### src/design/ctok_pkg.sv
`timescale 1ns / 1ps
// ----------------------------------------------------------------------------
// ctok_pkg
// Token kinds, character codes, the token record and the byte classifiers
// shared by the tokenizer and its checker.
// ----------------------------------------------------------------------------
package ctok_pkg;

  localparam int BYTE_W     = 8;
  localparam int KIND_W     = 5;
  localparam int LINE_W     = 20;
  localparam int START_W    = 24;
  localparam int LEN_W      = 16;
  localparam int KW_LEN_MAX = 6;

  typedef logic [KIND_W-1:0] kind_t;

  localparam kind_t KIND_EOF      = 5'd0;
  localparam kind_t KIND_NUMBER   = 5'd1;
  localparam kind_t KIND_IDENT    = 5'd2;
  localparam kind_t KIND_INT      = 5'd3;
  localparam kind_t KIND_VOID     = 5'd4;
  localparam kind_t KIND_ASM      = 5'd5;
  localparam kind_t KIND_RETURN   = 5'd6;
  localparam kind_t KIND_IF       = 5'd7;
  localparam kind_t KIND_WHILE    = 5'd8;
  localparam kind_t KIND_PRINT    = 5'd9;
  localparam kind_t KIND_PLUS     = 5'd10;
  localparam kind_t KIND_MINUS    = 5'd11;
  localparam kind_t KIND_STAR     = 5'd12;
  localparam kind_t KIND_SLASH    = 5'd13;
  localparam kind_t KIND_EQEQ     = 5'd14;
  localparam kind_t KIND_ASSIGN   = 5'd15;
  localparam kind_t KIND_NE       = 5'd16;
  localparam kind_t KIND_LE       = 5'd17;
  localparam kind_t KIND_LT       = 5'd18;
  localparam kind_t KIND_GE       = 5'd19;
  localparam kind_t KIND_GT       = 5'd20;
  localparam kind_t KIND_LPAREN   = 5'd21;
  localparam kind_t KIND_RPAREN   = 5'd22;
  localparam kind_t KIND_LBRACE   = 5'd23;
  localparam kind_t KIND_RBRACE   = 5'd24;
  localparam kind_t KIND_LBRACKET = 5'd25;
  localparam kind_t KIND_RBRACKET = 5'd26;
  localparam kind_t KIND_SEMI     = 5'd27;
  localparam kind_t KIND_COMMA    = 5'd28;

  localparam logic [BYTE_W-1:0] CH_NL   = 8'h0A;
  localparam logic [BYTE_W-1:0] CH_US   = "_";
  localparam logic [BYTE_W-1:0] CH_EQ   = "=";
  localparam logic [BYTE_W-1:0] CH_BANG = "!";
  localparam logic [BYTE_W-1:0] CH_LT   = "<";
  localparam logic [BYTE_W-1:0] CH_GT   = ">";

  typedef struct packed {
    kind_t              kind;
    logic [LINE_W-1:0]  line;
    logic [START_W-1:0] start;
    logic [LEN_W-1:0]   length;
    logic               final_tok;
    logic               run_last;
  } token_t;

  function automatic logic is_digit(input logic [BYTE_W-1:0] b);
    return (b >= "0") && (b <= "9");
  endfunction

  // Letters and underscore: the characters that may open an identifier.
  function automatic logic is_alpha_us(input logic [BYTE_W-1:0] b);
    return ((b >= "a") && (b <= "z")) || ((b >= "A") && (b <= "Z")) || (b == CH_US);
  endfunction

  function automatic logic is_space(input logic [BYTE_W-1:0] b);
    return (b == " ") || ((b >= 8'h09) && (b <= 8'h0D));
  endfunction

  // Single-character punctuation; anything else maps to the unknown kind.
  function automatic kind_t punct_kind(input logic [BYTE_W-1:0] b);
    kind_t k;
    k = KIND_EOF;
    case (b)
      "+":     k = KIND_PLUS;
      "-":     k = KIND_MINUS;
      "*":     k = KIND_STAR;
      "/":     k = KIND_SLASH;
      "(":     k = KIND_LPAREN;
      ")":     k = KIND_RPAREN;
      "{":     k = KIND_LBRACE;
      "}":     k = KIND_RBRACE;
      "[":     k = KIND_LBRACKET;
      "]":     k = KIND_RBRACKET;
      ";":     k = KIND_SEMI;
      ",":     k = KIND_COMMA;
      default: k = KIND_EOF;
    endcase
    return k;
  endfunction

  // Element 0 of c holds the first character of the identifier.
  function automatic kind_t keyword_kind(input logic [KW_LEN_MAX-1:0][BYTE_W-1:0] c,
                                         input logic [LEN_W-1:0] cnt);
    kind_t k;
    k = KIND_IDENT;
    if ((cnt == 16'd3) && ({c[0], c[1], c[2]} == "int")) k = KIND_INT;
    if ((cnt == 16'd4) && ({c[0], c[1], c[2], c[3]} == "void")) k = KIND_VOID;
    if ((cnt == 16'd3) && ({c[0], c[1], c[2]} == "asm")) k = KIND_ASM;
    if ((cnt == 16'd6) && ({c[0], c[1], c[2], c[3], c[4], c[5]} == "return")) k = KIND_RETURN;
    if ((cnt == 16'd2) && ({c[0], c[1]} == "if")) k = KIND_IF;
    if ((cnt == 16'd5) && ({c[0], c[1], c[2], c[3], c[4]} == "while")) k = KIND_WHILE;
    if ((cnt == 16'd5) && ({c[0], c[1], c[2], c[3], c[4]} == "print")) k = KIND_PRINT;
    return k;
  endfunction

endpackage

### src/design/c_subset_tokenizer_unit.sv
`timescale 1ns / 1ps
// ----------------------------------------------------------------------------
// c_subset_tokenizer_unit
// Streaming tokenizer for a small C-like language, one source byte per request.
// ----------------------------------------------------------------------------
// Usage:
//   The input channel takes one source byte per request, with in_source_last
//   set on the final byte of a text. The output channel delivers tokens as
//   kind, line, start offset and length; out_run_last marks the last token
//   caused by one byte and out_final_token the closing end token of a text.
//   A byte is tokenized in the cycle it is accepted and its tokens are
//   written into a three-entry output queue, so the first token appears in the
//   cycle after acceptance. The queue drains one token per cycle while the
//   receiver is ready, which sets the rate: a byte that yields at most one
//   token does not hold the input, one that yields two or three holds it
//   until the last queued token is taken. Whitespace and bytes inside a number
//   or identifier yield no token of their own. After the closing token the
//   scanner state returns to its reset values, and the next byte opens a new
//   text at offset 0, line 1. Reset empties the queue and clears the scanner
//   state. While the receiver stalls, the head token holds and no new byte
//   is accepted.
// ----------------------------------------------------------------------------
module c_subset_tokenizer_unit #(
  parameter int OFFSET_BITS   = 24,
  parameter int LINE_BITS     = 20,
  parameter int KEYWORD_CHARS = 6
) (
  input  logic                           clk,
  input  logic                           rst_n,
  input  logic                           in_valid,
  output logic                           in_ready,
  input  logic [ctok_pkg::BYTE_W-1:0]    in_source_byte,
  input  logic                           in_source_last,
  output logic                           out_valid,
  input  logic                           out_ready,
  output ctok_pkg::kind_t                out_token_kind,
  output logic [ctok_pkg::LINE_W-1:0]    out_token_line,
  output logic [ctok_pkg::START_W-1:0]   out_token_start,
  output logic [ctok_pkg::LEN_W-1:0]     out_token_length,
  output logic                           out_final_token,
  output logic                           out_run_last
);
  import ctok_pkg::*;

  localparam int KW_IDX_W = $clog2(KEYWORD_CHARS);
  localparam logic [OFFSET_BITS-1:0] POS_MAX   = '1;
  localparam logic [LINE_BITS-1:0]   LINE_MAX  = '1;
  localparam logic [LEN_W-1:0]       COUNT_MAX = '1;

  typedef enum logic [2:0] {
    PK_NONE, PK_NUM, PK_IDENT, PK_EQ, PK_BANG, PK_LT, PK_GT
  } pend_t;

  typedef logic [BYTE_W-1:0] kbuf_t [KEYWORD_CHARS];

  function automatic logic [LINE_W-1:0] line_field(input logic [LINE_BITS-1:0] v);
    logic [31:0] w;
    w = 32'(v);
    return w[LINE_W-1:0];
  endfunction

  function automatic logic [START_W-1:0] start_field(input logic [OFFSET_BITS-1:0] v);
    logic [31:0] w;
    w = 32'(v);
    return w[START_W-1:0];
  endfunction

  function automatic kind_t flush_kind(input pend_t p, input logic [LEN_W-1:0] cnt,
                                       input logic [KW_LEN_MAX-1:0][BYTE_W-1:0] c);
    kind_t k;
    case (p)
      PK_NUM:   k = KIND_NUMBER;
      PK_IDENT: k = keyword_kind(c, cnt);
      PK_EQ:    k = KIND_ASSIGN;
      PK_LT:    k = KIND_LT;
      PK_GT:    k = KIND_GT;
      default:  k = KIND_EOF;
    endcase
    return k;
  endfunction

  function automatic logic [LEN_W-1:0] flush_len(input pend_t p, input logic [LEN_W-1:0] cnt);
    logic [LEN_W-1:0] n;
    case (p)
      PK_NUM, PK_IDENT:   n = cnt;
      PK_EQ, PK_LT, PK_GT: n = LEN_W'(1);
      default:            n = '0;
    endcase
    return n;
  endfunction

  // Scanner state.
  pend_t                  pend_r, pend_nxt;
  logic [OFFSET_BITS-1:0] tok_begin_r, tok_begin_nxt;
  logic [LEN_W-1:0]       count_r, count_nxt;
  kbuf_t                  kbuf_r, kbuf_nxt;
  logic [OFFSET_BITS-1:0] pos_r, pos_nxt;
  logic [LINE_BITS-1:0]   line_r, line_nxt;

  // Output queue.
  token_t     q_r [3];
  token_t     push_q [3];
  logic [1:0] qcnt_r;
  logic [1:0] push_n;

  logic in_acc, pop;

  // Scratch values of the combinational pass.
  logic [BYTE_W-1:0]                 b;
  logic                              dig, word, eq, op;
  logic                              taken;
  pend_t                             op_pend;
  logic [LEN_W-1:0]                  count_inc;
  logic [OFFSET_BITS-1:0]            pos_inc;
  logic [LINE_BITS-1:0]              line_emit;
  logic [KW_LEN_MAX-1:0][BYTE_W-1:0] kw_cur, kw_nxt;
  token_t                            t0, t1, t2;
  logic                              v0, v1, v2;

  assign pop      = (qcnt_r != 2'd0) && out_ready;
  assign in_ready = (qcnt_r == 2'd0) || ((qcnt_r == 2'd1) && out_ready);
  assign in_acc   = in_valid && in_ready;

  always_comb begin
    b    = in_source_byte;
    dig  = is_digit(b);
    word = dig || is_alpha_us(b);
    eq   = (b == CH_EQ);

    op      = 1'b1;
    op_pend = PK_NONE;
    case (b)
      CH_EQ:   op_pend = PK_EQ;
      CH_BANG: op_pend = PK_BANG;
      CH_LT:   op_pend = PK_LT;
      CH_GT:   op_pend = PK_GT;
      default: op = 1'b0;
    endcase

    for (int i = 0; i < KW_LEN_MAX; i++) kw_cur[i] = kbuf_r[i];

    pend_nxt      = pend_r;
    tok_begin_nxt = tok_begin_r;
    count_nxt     = count_r;
    kbuf_nxt      = kbuf_r;
    line_nxt      = line_r;
    count_inc     = (count_r != COUNT_MAX) ? count_r + LEN_W'(1) : count_r;
    pos_inc       = (pos_r != POS_MAX) ? pos_r + OFFSET_BITS'(1) : pos_r;
    pos_nxt       = pos_inc;
    taken         = 1'b0;

    t0 = '0;
    t1 = '0;
    t2 = '0;
    v0 = 1'b0;
    v1 = 1'b0;
    v2 = 1'b0;

    // The pending token either grows, pairs with '=' or is flushed.
    case (pend_r)
      PK_NUM: begin
        if (dig) begin
          taken     = 1'b1;
          count_nxt = count_inc;
        end
      end
      PK_IDENT: begin
        if (word) begin
          taken = 1'b1;
          if (count_r < LEN_W'(KEYWORD_CHARS)) kbuf_nxt[count_r[KW_IDX_W-1:0]] = b;
          count_nxt = count_inc;
        end
      end
      PK_EQ, PK_BANG, PK_LT, PK_GT: begin
        if (eq) begin
          taken     = 1'b1;
          v0        = 1'b1;
          t0.length = LEN_W'(2);
          case (pend_r)
            PK_EQ:   t0.kind = KIND_EQEQ;
            PK_BANG: t0.kind = KIND_NE;
            PK_LT:   t0.kind = KIND_LE;
            default: t0.kind = KIND_GE;
          endcase
          pend_nxt = PK_NONE;
        end
      end
      default: ;
    endcase

    if ((pend_r != PK_NONE) && !taken) begin
      v0        = 1'b1;
      t0.kind   = flush_kind(pend_r, count_r, kw_cur);
      t0.length = flush_len(pend_r, count_r);
      pend_nxt  = PK_NONE;
    end
    t0.line  = line_field(line_r);
    t0.start = start_field(tok_begin_r);

    // A byte not absorbed by the pending token starts something new.
    if (!taken) begin
      if (is_space(b)) begin
        if ((b == CH_NL) && (line_r != LINE_MAX)) line_nxt = line_r + LINE_BITS'(1);
      end else if (word) begin
        pend_nxt      = dig ? PK_NUM : PK_IDENT;
        tok_begin_nxt = pos_r;
        count_nxt     = LEN_W'(1);
        kbuf_nxt[0]   = b;
      end else if (op) begin
        pend_nxt      = op_pend;
        tok_begin_nxt = pos_r;
      end else begin
        v1        = 1'b1;
        t1.kind   = punct_kind(b);
        t1.start  = start_field(pos_r);
        t1.length = (t1.kind != KIND_EOF) ? LEN_W'(1) : '0;
      end
    end
    line_emit = line_nxt;

    for (int i = 0; i < KW_LEN_MAX; i++) kw_nxt[i] = kbuf_nxt[i];

    // End of text: flush whatever is pending, then the closing token.
    if (in_source_last) begin
      if (pend_nxt != PK_NONE) begin
        v1        = 1'b1;
        t1.kind   = flush_kind(pend_nxt, count_nxt, kw_nxt);
        t1.start  = start_field(tok_begin_nxt);
        t1.length = flush_len(pend_nxt, count_nxt);
      end
      v2           = 1'b1;
      t2.kind      = KIND_EOF;
      t2.start     = start_field(pos_inc);
      t2.length    = '0;
      t2.final_tok = 1'b1;

      pend_nxt      = PK_NONE;
      tok_begin_nxt = '0;
      count_nxt     = '0;
      for (int i = 0; i < KEYWORD_CHARS; i++) kbuf_nxt[i] = '0;
      pos_nxt       = '0;
      line_nxt      = LINE_BITS'(1);
    end
    t1.line = line_field(line_emit);
    t2.line = line_field(line_emit);

    // Pack the valid tokens to the front of the queue in emission order.
    push_n = 2'(v0) + 2'(v1) + 2'(v2);
    push_q[0] = v0 ? t0 : (v1 ? t1 : t2);
    push_q[1] = (v0 && v1) ? t1 : t2;
    push_q[2] = t2;
    for (int i = 0; i < 3; i++) begin
      push_q[i].run_last = (2'(i) == (push_n - 2'd1));
    end
  end

  always_ff @(posedge clk) begin
    if (!rst_n) begin
      qcnt_r      <= 2'd0;
      pend_r      <= PK_NONE;
      tok_begin_r <= '0;
      count_r     <= '0;
      for (int i = 0; i < KEYWORD_CHARS; i++) kbuf_r[i] <= '0;
      pos_r       <= '0;
      line_r      <= LINE_BITS'(1);
    end else begin
      if (in_acc) begin
        qcnt_r      <= push_n;
        pend_r      <= pend_nxt;
        tok_begin_r <= tok_begin_nxt;
        count_r     <= count_nxt;
        kbuf_r      <= kbuf_nxt;
        pos_r       <= pos_nxt;
        line_r      <= line_nxt;
      end else if (pop) begin
        qcnt_r <= qcnt_r - 2'd1;
      end
    end
  end

  // Queue payload. A request is only taken when the queue is empty or empties this cycle.
  always_ff @(posedge clk) begin
    if (in_acc) begin
      q_r <= push_q;
    end else if (pop) begin
      q_r[0] <= q_r[1];
      q_r[1] <= q_r[2];
    end
  end

  assign out_valid        = (qcnt_r != 2'd0);
  assign out_token_kind   = q_r[0].kind;
  assign out_token_line   = q_r[0].line;
  assign out_token_start  = q_r[0].start;
  assign out_token_length = q_r[0].length;
  assign out_final_token  = q_r[0].final_tok;
  assign out_run_last     = q_r[0].run_last;

endmodule

### config.mk
export PLATFORM = sky130hd
export DESIGN_NAME = c_subset_tokenizer_unit
export DESIGN_NICKNAME = d
export VERILOG_FILES = /design/src/design/ctok_pkg.sv /design/src/design/c_subset_tokenizer_unit.sv
export SDC_FILE = /design/constraint.sdc
export NUM_CORES = 1
export LEC_CHECK = 0
export ABC_AREA = 0
export BUFFER_PORTS_ARGS = -buffer_cell sky130_fd_sc_hd__buf_4
export CAP_MARGIN = 10
export CORE_MARGIN = 8
export CORE_UTILIZATION = 55
export DETAILED_ROUTE_END_ITERATION = 12
export PLACE_DENSITY = 0.76
export SLEW_MARGIN = 20
export SYNTH_ARGS = -nofsm -noshare
export SYNTH_HDL_FRONTEND = slang
export SYNTH_SLANG_ARGS = --single-unit
### constraint.sdc
create_clock -name clk -period 12.95 [get_ports clk]
set_input_delay 3.2375 -clock clk [delete_from_list [all_inputs] [get_ports clk]]
set_output_delay 3.2375 -clock clk [all_outputs]
set_load 0.005 [all_outputs]
==> results of run 1 <==
flip-flops by register name (all words and copies together) (netlist names), 2 cells and up:
register / flops
pend_r: 3
out_token_kind: 5
out_token_start: 24
out_token_length: 16
tok_begin_r: 24
qcnt_r: 2
pos_r: 24
out_token_line: 20
kbuf_r: 48
q_r: 113
count_r: 16
line_r: 20
path summary, 6_finish.rpt:
path	end	cells after the start
min	kbuf_r[7]	1
max	q_r[105]	12
max reg2reg	q_r[105]	11
min reg2reg	kbuf_r[7]	1
final cells by class:
cell class                 instances  area [um^2]  share of cell area, %
multi-input combinational       1490         8910                   45.5
inverter                          22         85.1                  0.435
timing repair buffer              98          736                   3.76
sequential                       317         8150                   41.6
tap                              442          553                   2.83
clock inverter                    11          144                  0.735
clock buffer                      52         1000                   5.11
synth_stat cells, types with 40 or more instances:
library cell and number:
nand3_1 46, dfxtp_1 137, nor2_1 201, nand2_1 223, o21ai_0 163, edfxtp_1 180, buf_4 69, a21oi_1 71
clkbuf_1 132, xnor2_1 42, nor2b_1 130, a22oi_1 107, nor3_1 40
power breakdown:
group | internal [uW] | switching, uW
sequential | 1240 | 40.7
clock | 580 | 410
combinational | 153 | 300
cell families after synthesis:
logic type	count (synthesis)	synth area share [%]
AOI/OAI and AO/OA	539	19.7
and+or+nand+nor	848	24.1
muxes	12	0.681
xor gates and xnor gates	67	3.23
other	1	0.0206
DFF	317	44.8
adders and majority gates	9	0.660
buffers and inverters	248	6.82
per-layer routing:
metal  up-vias  wire length [um]
met3       134              3200
met5         -                 0
li1       7223                 -
met1      7355             21300
met2       601             24600
met4         0              2130
critical path, stage by stage:
cell	delay (ns)
buf_4	0.23
or2_1	0.30
o41ai_4	0.16
o32ai_2	0.91
o32ai_1	0.36
a2111oi_2	0.38
nor2_1	0.15
a21oi_4	0.73
inv_2	0.16
nand2_1	0.78
nor2_1	0.09
o21ai_0	0.25
stage by stage:
stage	util [%]	hold slack, ns	total power (uW)
2_1_floorplan	-	0.443	1620
3_3_place_gp	56.6	0.459	1740
3_5_place_dp	56.6	0.463	1750
4_1_cts	60.1	0.478	2740
5_1_grt	60.2	0.496	2830
6_report	60.2	0.482	2720
==> metrics.txt, run 1 <==
# resized after CTS=0; CTS Buffer Depth=3; Total Routing Usage GR=25.5%; #FFs+latches synth=317; Synth Warn #=0; CTS H-tree lvls=2; commonest non-fill, non-tap cell in the layout=nand2_1; Top FF cell, synth=edfxtp_1; final setup fails=0; first-pass GRT wire length=80.5 mm; die area=39100 um^2; antenna violations before repair=0; endpoints failing hold=0; Synth cell types=93; post-synth top area share=29.7%; layout cells sized above 1=9.90%; vias in the first global route=14300; largest net degree at the start of global routing=139; total negative slack=0 ns; CP required=13.31 ns; Tightest Pin Transition=1.13 ns; GRT met2 Usage=42.1%; RSZ-0062 raised after global routing=false; ANT nets after route=0; Final WS setup=5.55 ns; Setup CP Type=input pin to flop; critical path fanouts, max=27; CP startpoint=in_source_byte[0]; M1 GR Usage=33.0%; drt total wl=51.2 mm; # Max-Cap Violations=0; worst reg2reg setup slack=7.49 ns; GRT overflow=0; leak pwr=0.00661 uW; Layout area overhead=7.61%; fmax=0.135 GHz; Die Wd=198 um; HPWL after detailed placement=34.2 mm; Startpoint Class=input pin; Worst Hold Class=flop to flop; met3 Track Usage GR=3.48%; CTS Hold Buffers Added=0; TritonCTS clock tree=done; Most Used Layer, Global Route=met2; DRC=0; Core Box Area=32500 um^2; Die Ht=198 um; via count=15300; clk root buf=clkbuf_16; Post-Place Cells=2369; most frequent cells in the layout=nand2_1 (222), nor2_1 (199), edfxtp_1 (180), o21ai_0 (163), dfxtp_1 (137); Buffers on Ports=81; Mapped Cells=2041; pwr dens=139 nW/um^2; final instance area=19600 um^2; maximum VDD drop=0.0000902 V; ys async rst share=0%; Mapped Avg Cell Area=8.91 um^2; Min Clock Period, post-route=7.40 ns; latest clock arrival within the worst-skew pair=0.53 ns; CTS sink count=317; hold path start=kbuf_r[7]; drt initial violations=1635; Crit. End Element=flop; WL/cell=21.1 um; fillers=2884; number of clock buffers inserted by TritonCTS=35; post-CTS repair timing setup buffer count=0; Slew Viols, Final=0; Final period util=57.2%; DR pass1 iterations=5; Worst Skew=0.0224 ns; final non-filler cell total=2432; clk slew on worst S/H paths=0.06 ns; Initial Utilization=55.9%; worst r2r src=pend_r[0]; status=completed; placed cell areas=18400 um^2; Vias/cell=6.30; final layout net count=1986; Antenna diodes=0; number of synthesized flops with an enable pin=180; # IOs=82; Slew headroom=24.7%; WP data arrival=7.76 ns; FP Rows=66; largest area contributor in the netlist=edfxtp_1; sequential area share after synthesis=44.8%; gpl congestion=0.999; top post-synthesis cells by area=edfxtp_1 (30%), dfxtp_1 (15%), nand2_1 (4.6%); pre-CTS WS=5.09 ns; synthesized area=18200 um^2
Note: power is estimated with default switching activity, not from simulation.
==> run 2, diff against run 1 <==
Clock period 12.95 ns to 7 ns, I/O delays scaled along.
==> run 2 against run 1 <==
  * Sequential share of layout area is essentially flat
  * Via count grew 0.17%
  * Final cell count grew 0.33%
  * Non-clock buffer count grew 7
  * Design area grew 0.11%
  * Worst hold slack lost 0.0013 ns
  * Clock power grew 80%
  * Critical path depth is the same
  * Routed wire length grew 0.56%
  * Clock skew shrank 0.00070 ns
==> metrics.txt, run 2 (synthesized netlist as in run 1, its figures left out) <==
vias in the first global route=14800 (+3.4%); commonest non-fill, non-tap cell in the layout=nand2_1; Tightest Pin Transition=1.12 ns (-0.00645 ns); Slew Viols, Final=0 (unchanged); worst path cell trace=buf_4 -> or2_1 -> o41ai_4 -> o21a_1 -> buf_4 -> and2_1 -> nor3_1 -> nor3_2 -> buf_12 -> a22o_1 -> a211oi_1 -> o21ai_0; final setup fails=0 (unchanged); FP Rows=66 (unchanged); ANT nets after route=0 (unchanged); Initial Utilization=55.9% (unchanged); CP peak stage delay=0.71 ns (-0.20 ns); Final period util=77.9%; HPWL after detailed placement=34.6 mm (+1.3%); cell mode on critical path=buf_4; max reg flops=113 (unchanged); # IOs=82 (unchanged); pwr dens=254 nW/um^2 (+83%); via count=15300 (+0.17%); largest net degree at the start of global routing=139 (unchanged); Regs by FF count=q_r (113), kbuf_r (48); total negative slack=0 ns (unchanged); leak pwr=0.00663 uW (+0.32%); latest clock arrival within the worst-skew pair=0.53 ns (about the same); Core Box Area=32500 um^2 (unchanged); Worst Skew=0.0217 ns (-0.000697 ns); final layout net count=1994 (+0.40%); antenna violations before repair=0 (unchanged); first-pass GRT wire length=82.0 mm (+1.9%); layout cells sized above 1=9.96% (+0.060 points); Vias/cell=6.29 (-0.16%); post-CTS repair timing setup buffer count=0 (unchanged); WL/cell=21.1 um (+0.23%); endpoints failing hold=0 (unchanged); WHS Path Cells=1 (unchanged); CTS Hold Buffers Added=0 (unchanged); DRC=0 (unchanged); WP data arrival=5.74 ns (-2.02 ns); TritonCTS clock tree=done; Slowest cell on crit path=o21a_1; placed cell areas=18500 um^2 (+0.35%); status=completed; Worst Hold Class=flop to flop; drt total wl=51.5 mm (+0.56%); CTS H-tree lvls=2 (unchanged); DR pass1 iterations=6 (+1); CTS Buffer Depth=3 (unchanged); critical path fanouts, max=24 (-11%); maximum VDD drop=0.000182 V (+100%); Slew headroom=24.5% (-0.15 points); Min Clock Period, post-route=5.46 ns; most frequent cells in the layout=nand2_1 (222), nor2_1 (199), edfxtp_1 (180), o21ai_0 (163), dfxtp_1 (137); die area=39100 um^2 (unchanged); CP required=7.28 ns (-6.03 ns); Biggest register=q_r; # Max-Cap Violations=0 (unchanged); GRT overflow=0 (unchanged); fillers=2890 (+0.21%); CTS sink count=317 (unchanged); Startpoint Class=input pin; drt initial violations=1632 (-0.18%); Die Wd=198 um (unchanged); gpl congestion=1.03 (+3.4%); number of clock buffers inserted by TritonCTS=36 (+2.9%); Buffers on Ports=81 (unchanged); clk root buf=clkbuf_16; Reg2Reg Depth=10 (-1); final instance area=19600 um^2 (+0.11%); # resized after CTS=0 (unchanged); clk slew on worst S/H paths=0.06 ns (about the same); fmax=0.183 GHz; Total Routing Usage GR=25.8% (+0.32 points); Crit. End Element=flop; Pwr Total=4980 uW (+83%); Layout area overhead=7.73%; Setup CP Type=input pin to flop; Die Ht=198 um (unchanged); Antenna diodes=0 (unchanged); RSZ-0062 raised after global routing=false
run 2: cell type report:
cell class / instances / area [um^2] / share of cell area, %
Timing Repair Buffer: 105 / 801 / 4.09
Clock buffer: 48 / 976 / 4.98
Inverter: 22 / 85.1 / 0.434
Multi-Input combinational cell: 1490 / 8900 / 45.4
Clock inverter: 16 / 130 / 0.664
Tap cell: 442 / 553 / 2.82
Sequential cell: 317 / 8150 / 41.6
run 2: final timing paths:
check / from / end / slack, ns
worst max-delay path: in_source_byte[1] / out_token_start[2] / 1.54
worst min-delay path: kbuf_r[7] / kbuf_r[7] / 0.48
worst max register to register: pend_r[1] / q_r[132] / 2.11
worst min register to register: kbuf_r[7] / kbuf_r[7] / 0.48
run 2: stage by stage:
| stage | util [%] | hold WS, ns | worst slack, ns | cells |
|---|---|---|---|---|
| global route | 60.2 | 0.505 | 1.40 | 2440 |
| finish | 60.2 | 0.481 | 1.54 | 2440 |
| global placement | 56.8 | 0.461 | 1.13 | 2376 |
| detailed placement | 56.8 | 0.466 | 1.14 | 2376 |
| CTS | 60.2 | 0.483 | 1.64 | 2440 |
| floorplan | - | 0.443 | 2.09 | 2055 |
run 2: power breakdown:
part	leakage (uW)	switching [uW]	total, uW	internal [uW]
Combinational	0.00319	550	836	286
Sequential	0.00290	75.6	2360	2290
Clock	0.000540	760	1780	1020
run 2: critical path: cells and delay by family:
kind            cells  cell delay [ns]
buf+inv             3             0.74
simple gates        4             1.37
compound gates      5             1.84
run 2: layer usage:
layer	GRT usage [%]	vias to the layer above	share of wire (%)
li1	-	7238	-
met4	9.62	0	3.0
met5	0	-	0
met1	33.7	7408	42
met3	3.12	110	6.2
met2	43.5	583	48
==> run 3, diff against run 2 <==
Settings changed: ABC_AREA 0 to 1.
Clock period 7 ns to 5.4 ns, I/O delays scaled along.
==> run 3 against run 2 <==
  * Worst hold slack lost 0.014 ns
  * Non-clock buffer count up 1
  * Critical path depth increased by 9
  * Clock skew fell by 0.0011 ns
==> metrics.txt, run 3 <==
Core Box Area=35200 um^2 (+8.3%); Tightest Pin Transition=0.995 ns (-0.129 ns); final layout net count=2765 (+39%); clk slew on worst S/H paths=0.06 ns (about the same); Setup CP Type=input pin to flop; leak pwr=0.00868 uW (+31%); Initial Utilization=55.4% (-0.55 points); top post-synthesis cells by area=edfxtp_1 (28%), nand2_1 (16%), dfxtp_1 (14%); Slew headroom=33.6% (+9.1 points); clk root buf=clkbuf_16; total negative slack=0 ns (unchanged); fillers=3223 (+12%); DR pass1 iterations=6 (unchanged); Pwr Total=8510 uW (+71%); # Max-Cap Violations=0 (unchanged); RSZ-0062 raised after global routing=false; synthesized area=19500 um^2 (+7.2%); sequential area share after synthesis=41.8% (-3.0 points); drt initial violations=1952 (+20%); post-CTS repair timing setup buffer count=0 (unchanged); largest net degree at the start of global routing=179 (+29%); Regs by FF count=q_r (113), kbuf_r (48); Buffers on Ports=81 (unchanged); Antenna diodes=0 (unchanged); Slew Viols, Final=0 (unchanged); endpoints failing hold=0 (unchanged); Min Clock Period, post-route=4.46 ns; #FFs+latches synth=317 (unchanged); status=completed; DRC=0 (unchanged); Vias/cell=5.72 (-8.9%); Synth cell types=57 (-39%); Synth Warn #=0 (unchanged); Final period util=82.6%; via count=18500 (+21%); WP data arrival=4.75 ns (-0.99 ns); drt total wl=59.5 mm (+15%); layout cells sized above 1=8.38% (-1.6 points); Die Wd=204 um (+3.3%); Worst Hold Class=flop to flop; ANT nets after route=0 (unchanged); commonest non-fill, non-tap cell in the layout=nand2_1; CTS H-tree lvls=2 (unchanged); Mapped Cells=2783 (+36%); die area=41700 um^2 (+6.6%); first-pass GRT wire length=94.4 mm (+15%); Layout area overhead=7.43%; WL/cell=18.4 um (-13%); HPWL after detailed placement=41.4 mm (+20%); pwr dens=406 nW/um^2 (+60%); CTS Hold Buffers Added=0 (unchanged); CTS Buffer Depth=3 (unchanged); Top FF cell, synth=edfxtp_1; CTS sink count=317 (unchanged); ys async rst share=0% (unchanged); FP Rows=69 (+4.5%); Worst Skew=0.0206 ns (-0.00115 ns); post-synth top area share=27.7% (-2.0 points); Die Ht=204 um (+3.3%); Biggest register=q_r; max reg flops=113 (unchanged); maximum VDD drop=0.000391 V (+110%); largest area contributor in the netlist=edfxtp_1; final setup fails=0 (unchanged); TritonCTS clock tree=done; vias in the first global route=17300 (+17%); Startpoint Class=input pin; # resized after CTS=0 (unchanged); most common cell in the synthesized netlist=nand2_1; CP required=5.69 ns (-1.59 ns); latest clock arrival within the worst-skew pair=0.55 ns (+0.02 ns); gpl congestion=0.982 (-4.9%); number of clock buffers inserted by TritonCTS=36 (unchanged); fmax=0.224 GHz; GRT overflow=0 (unchanged); Total Routing Usage GR=28.0% (+2.2 points); top post-synthesis cells by count=nand2_1 (854), inv_1 (273), nor2_1 (264); # IOs=82 (unchanged); Crit. End Element=flop; number of synthesized flops with an enable pin=180 (unchanged); most frequent cells in the layout=nand2_1 (852), inv_1 (273), nor2_1 (262), a21oi_1 (230), edfxtp_1 (180); Mapped Avg Cell Area=7.01 um^2 (-21%); antenna violations before repair=0 (unchanged); critical path fanouts, max=25 (+4.2%)
==> run 3: changes by cell type in the layout (fill, tap and decap cells not counted), sizes merged, moves of 26 or more <==
cell	delta
nor2b	-130
a22oi	-106
nand2	+641
nand4	+50
nor2	+77
a211oi	-26
nand3	+135
inv	+270
a21oi	+160
xnor2	-42
==> run 3: per-stage QoR <==
step | hold WS [ns] | instance area (um^2) | std cells | setup slack, ns | util (%)
2_1_floorplan | 0.445 | 19600 | 2797 | 0.486 | -
3_3_place_gp | 0.452 | 19900 | 3166 | 0.536 | 56.4
3_5_place_dp | 0.456 | 19900 | 3166 | 0.449 | 56.4
4_1_cts | 0.465 | 20900 | 3230 | 1.03 | 59.5
5_1_grt | 0.485 | 20900 | 3230 | 0.654 | 59.5
6_report | 0.466 | 20900 | 3230 | 0.942 | 59.5
==> run 3: cell type report <==
| type | instances | area, um^2 | area share [%] |
|---|---|---|---|
| multi-input cells | 1988 | 9210 | 44.0 |
| flip-flops and latches | 317 | 8150 | 38.9 |
| inverters | 294 | 1110 | 5.30 |
| clock buffers | 49 | 950 | 4.53 |
| repair buffers | 106 | 833 | 3.98 |
| well taps | 461 | 577 | 2.75 |
| clock inverters | 15 | 118 | 0.561 |
==> run 3: layer usage <==
metal  global-route usage [%]  part of all wire (%)  vias to the layer above
li1                         -                     -                     8988
met1                     36.4                    42                     8659
met2                     46.6                    47                      708
met3                     3.60                   6.5                      134
met4                     11.3                   3.8                        0
met5                        0                     0                        -
==> run 3: cells by family (layout without fill, tap and decap cells) <==
| family | after synthesis | after routing | share of synthesized area (%) |
|---|---|---|---|
| simple gates | 1480 | 1480 | 32.2 |
| xor+xnor | 33 | 33 | 1.48 |
| fa+ha+maj | 9 | 9 | 0.616 |
| compound gates | 451 | 451 | 12.5 |
| buf+inv | 492 | 464 | 11.4 |
| other cells | 1 | 15 | 0.0192 |
| flops | 317 | 317 | 41.8 |
==> run 3: final timing paths <==
kind	startpoint	slack (ns)	endpoint	cells after the start
setup / recovery	in_source_byte[0]	0.94	out_run_last	21
hold / removal	kbuf_r[13]	0.47	kbuf_r[13]	2
setup reg to reg	count_r[1]	1.24	out_token_kind[1]	22
hold reg to reg	kbuf_r[13]	0.47	kbuf_r[13]	2
==> run 3: worst max-delay path, stage by stage <==
cell and delay [ns]:
buf_4 0.20, inv_2 0.11, nand2_2 0.11, nand2_1 0.07
nand3_1 0.09, nand2_2 0.08, nand2_4 0.25, nand2_4 0.18
nand2_2 0.14, nand3_2 0.20, a21oi_1 0.23, a21oi_2 0.07
a31oi_2 0.28, inv_2 0.11, nand2_2 0.09, o21ai_2 0.06
nand2_1 0.14, buf_4 0.28, fa_1 0.49, nand2_1 0.10
o21ai_0 0.08
==> run 3: where the power goes <==
group          internal [uW]  leakage (uW)  switching, uW
combinational            782       0.00527           1710
clock                   1290      0.000521            998
sequential              3520       0.00289            215
total                   5590       0.00868           2920
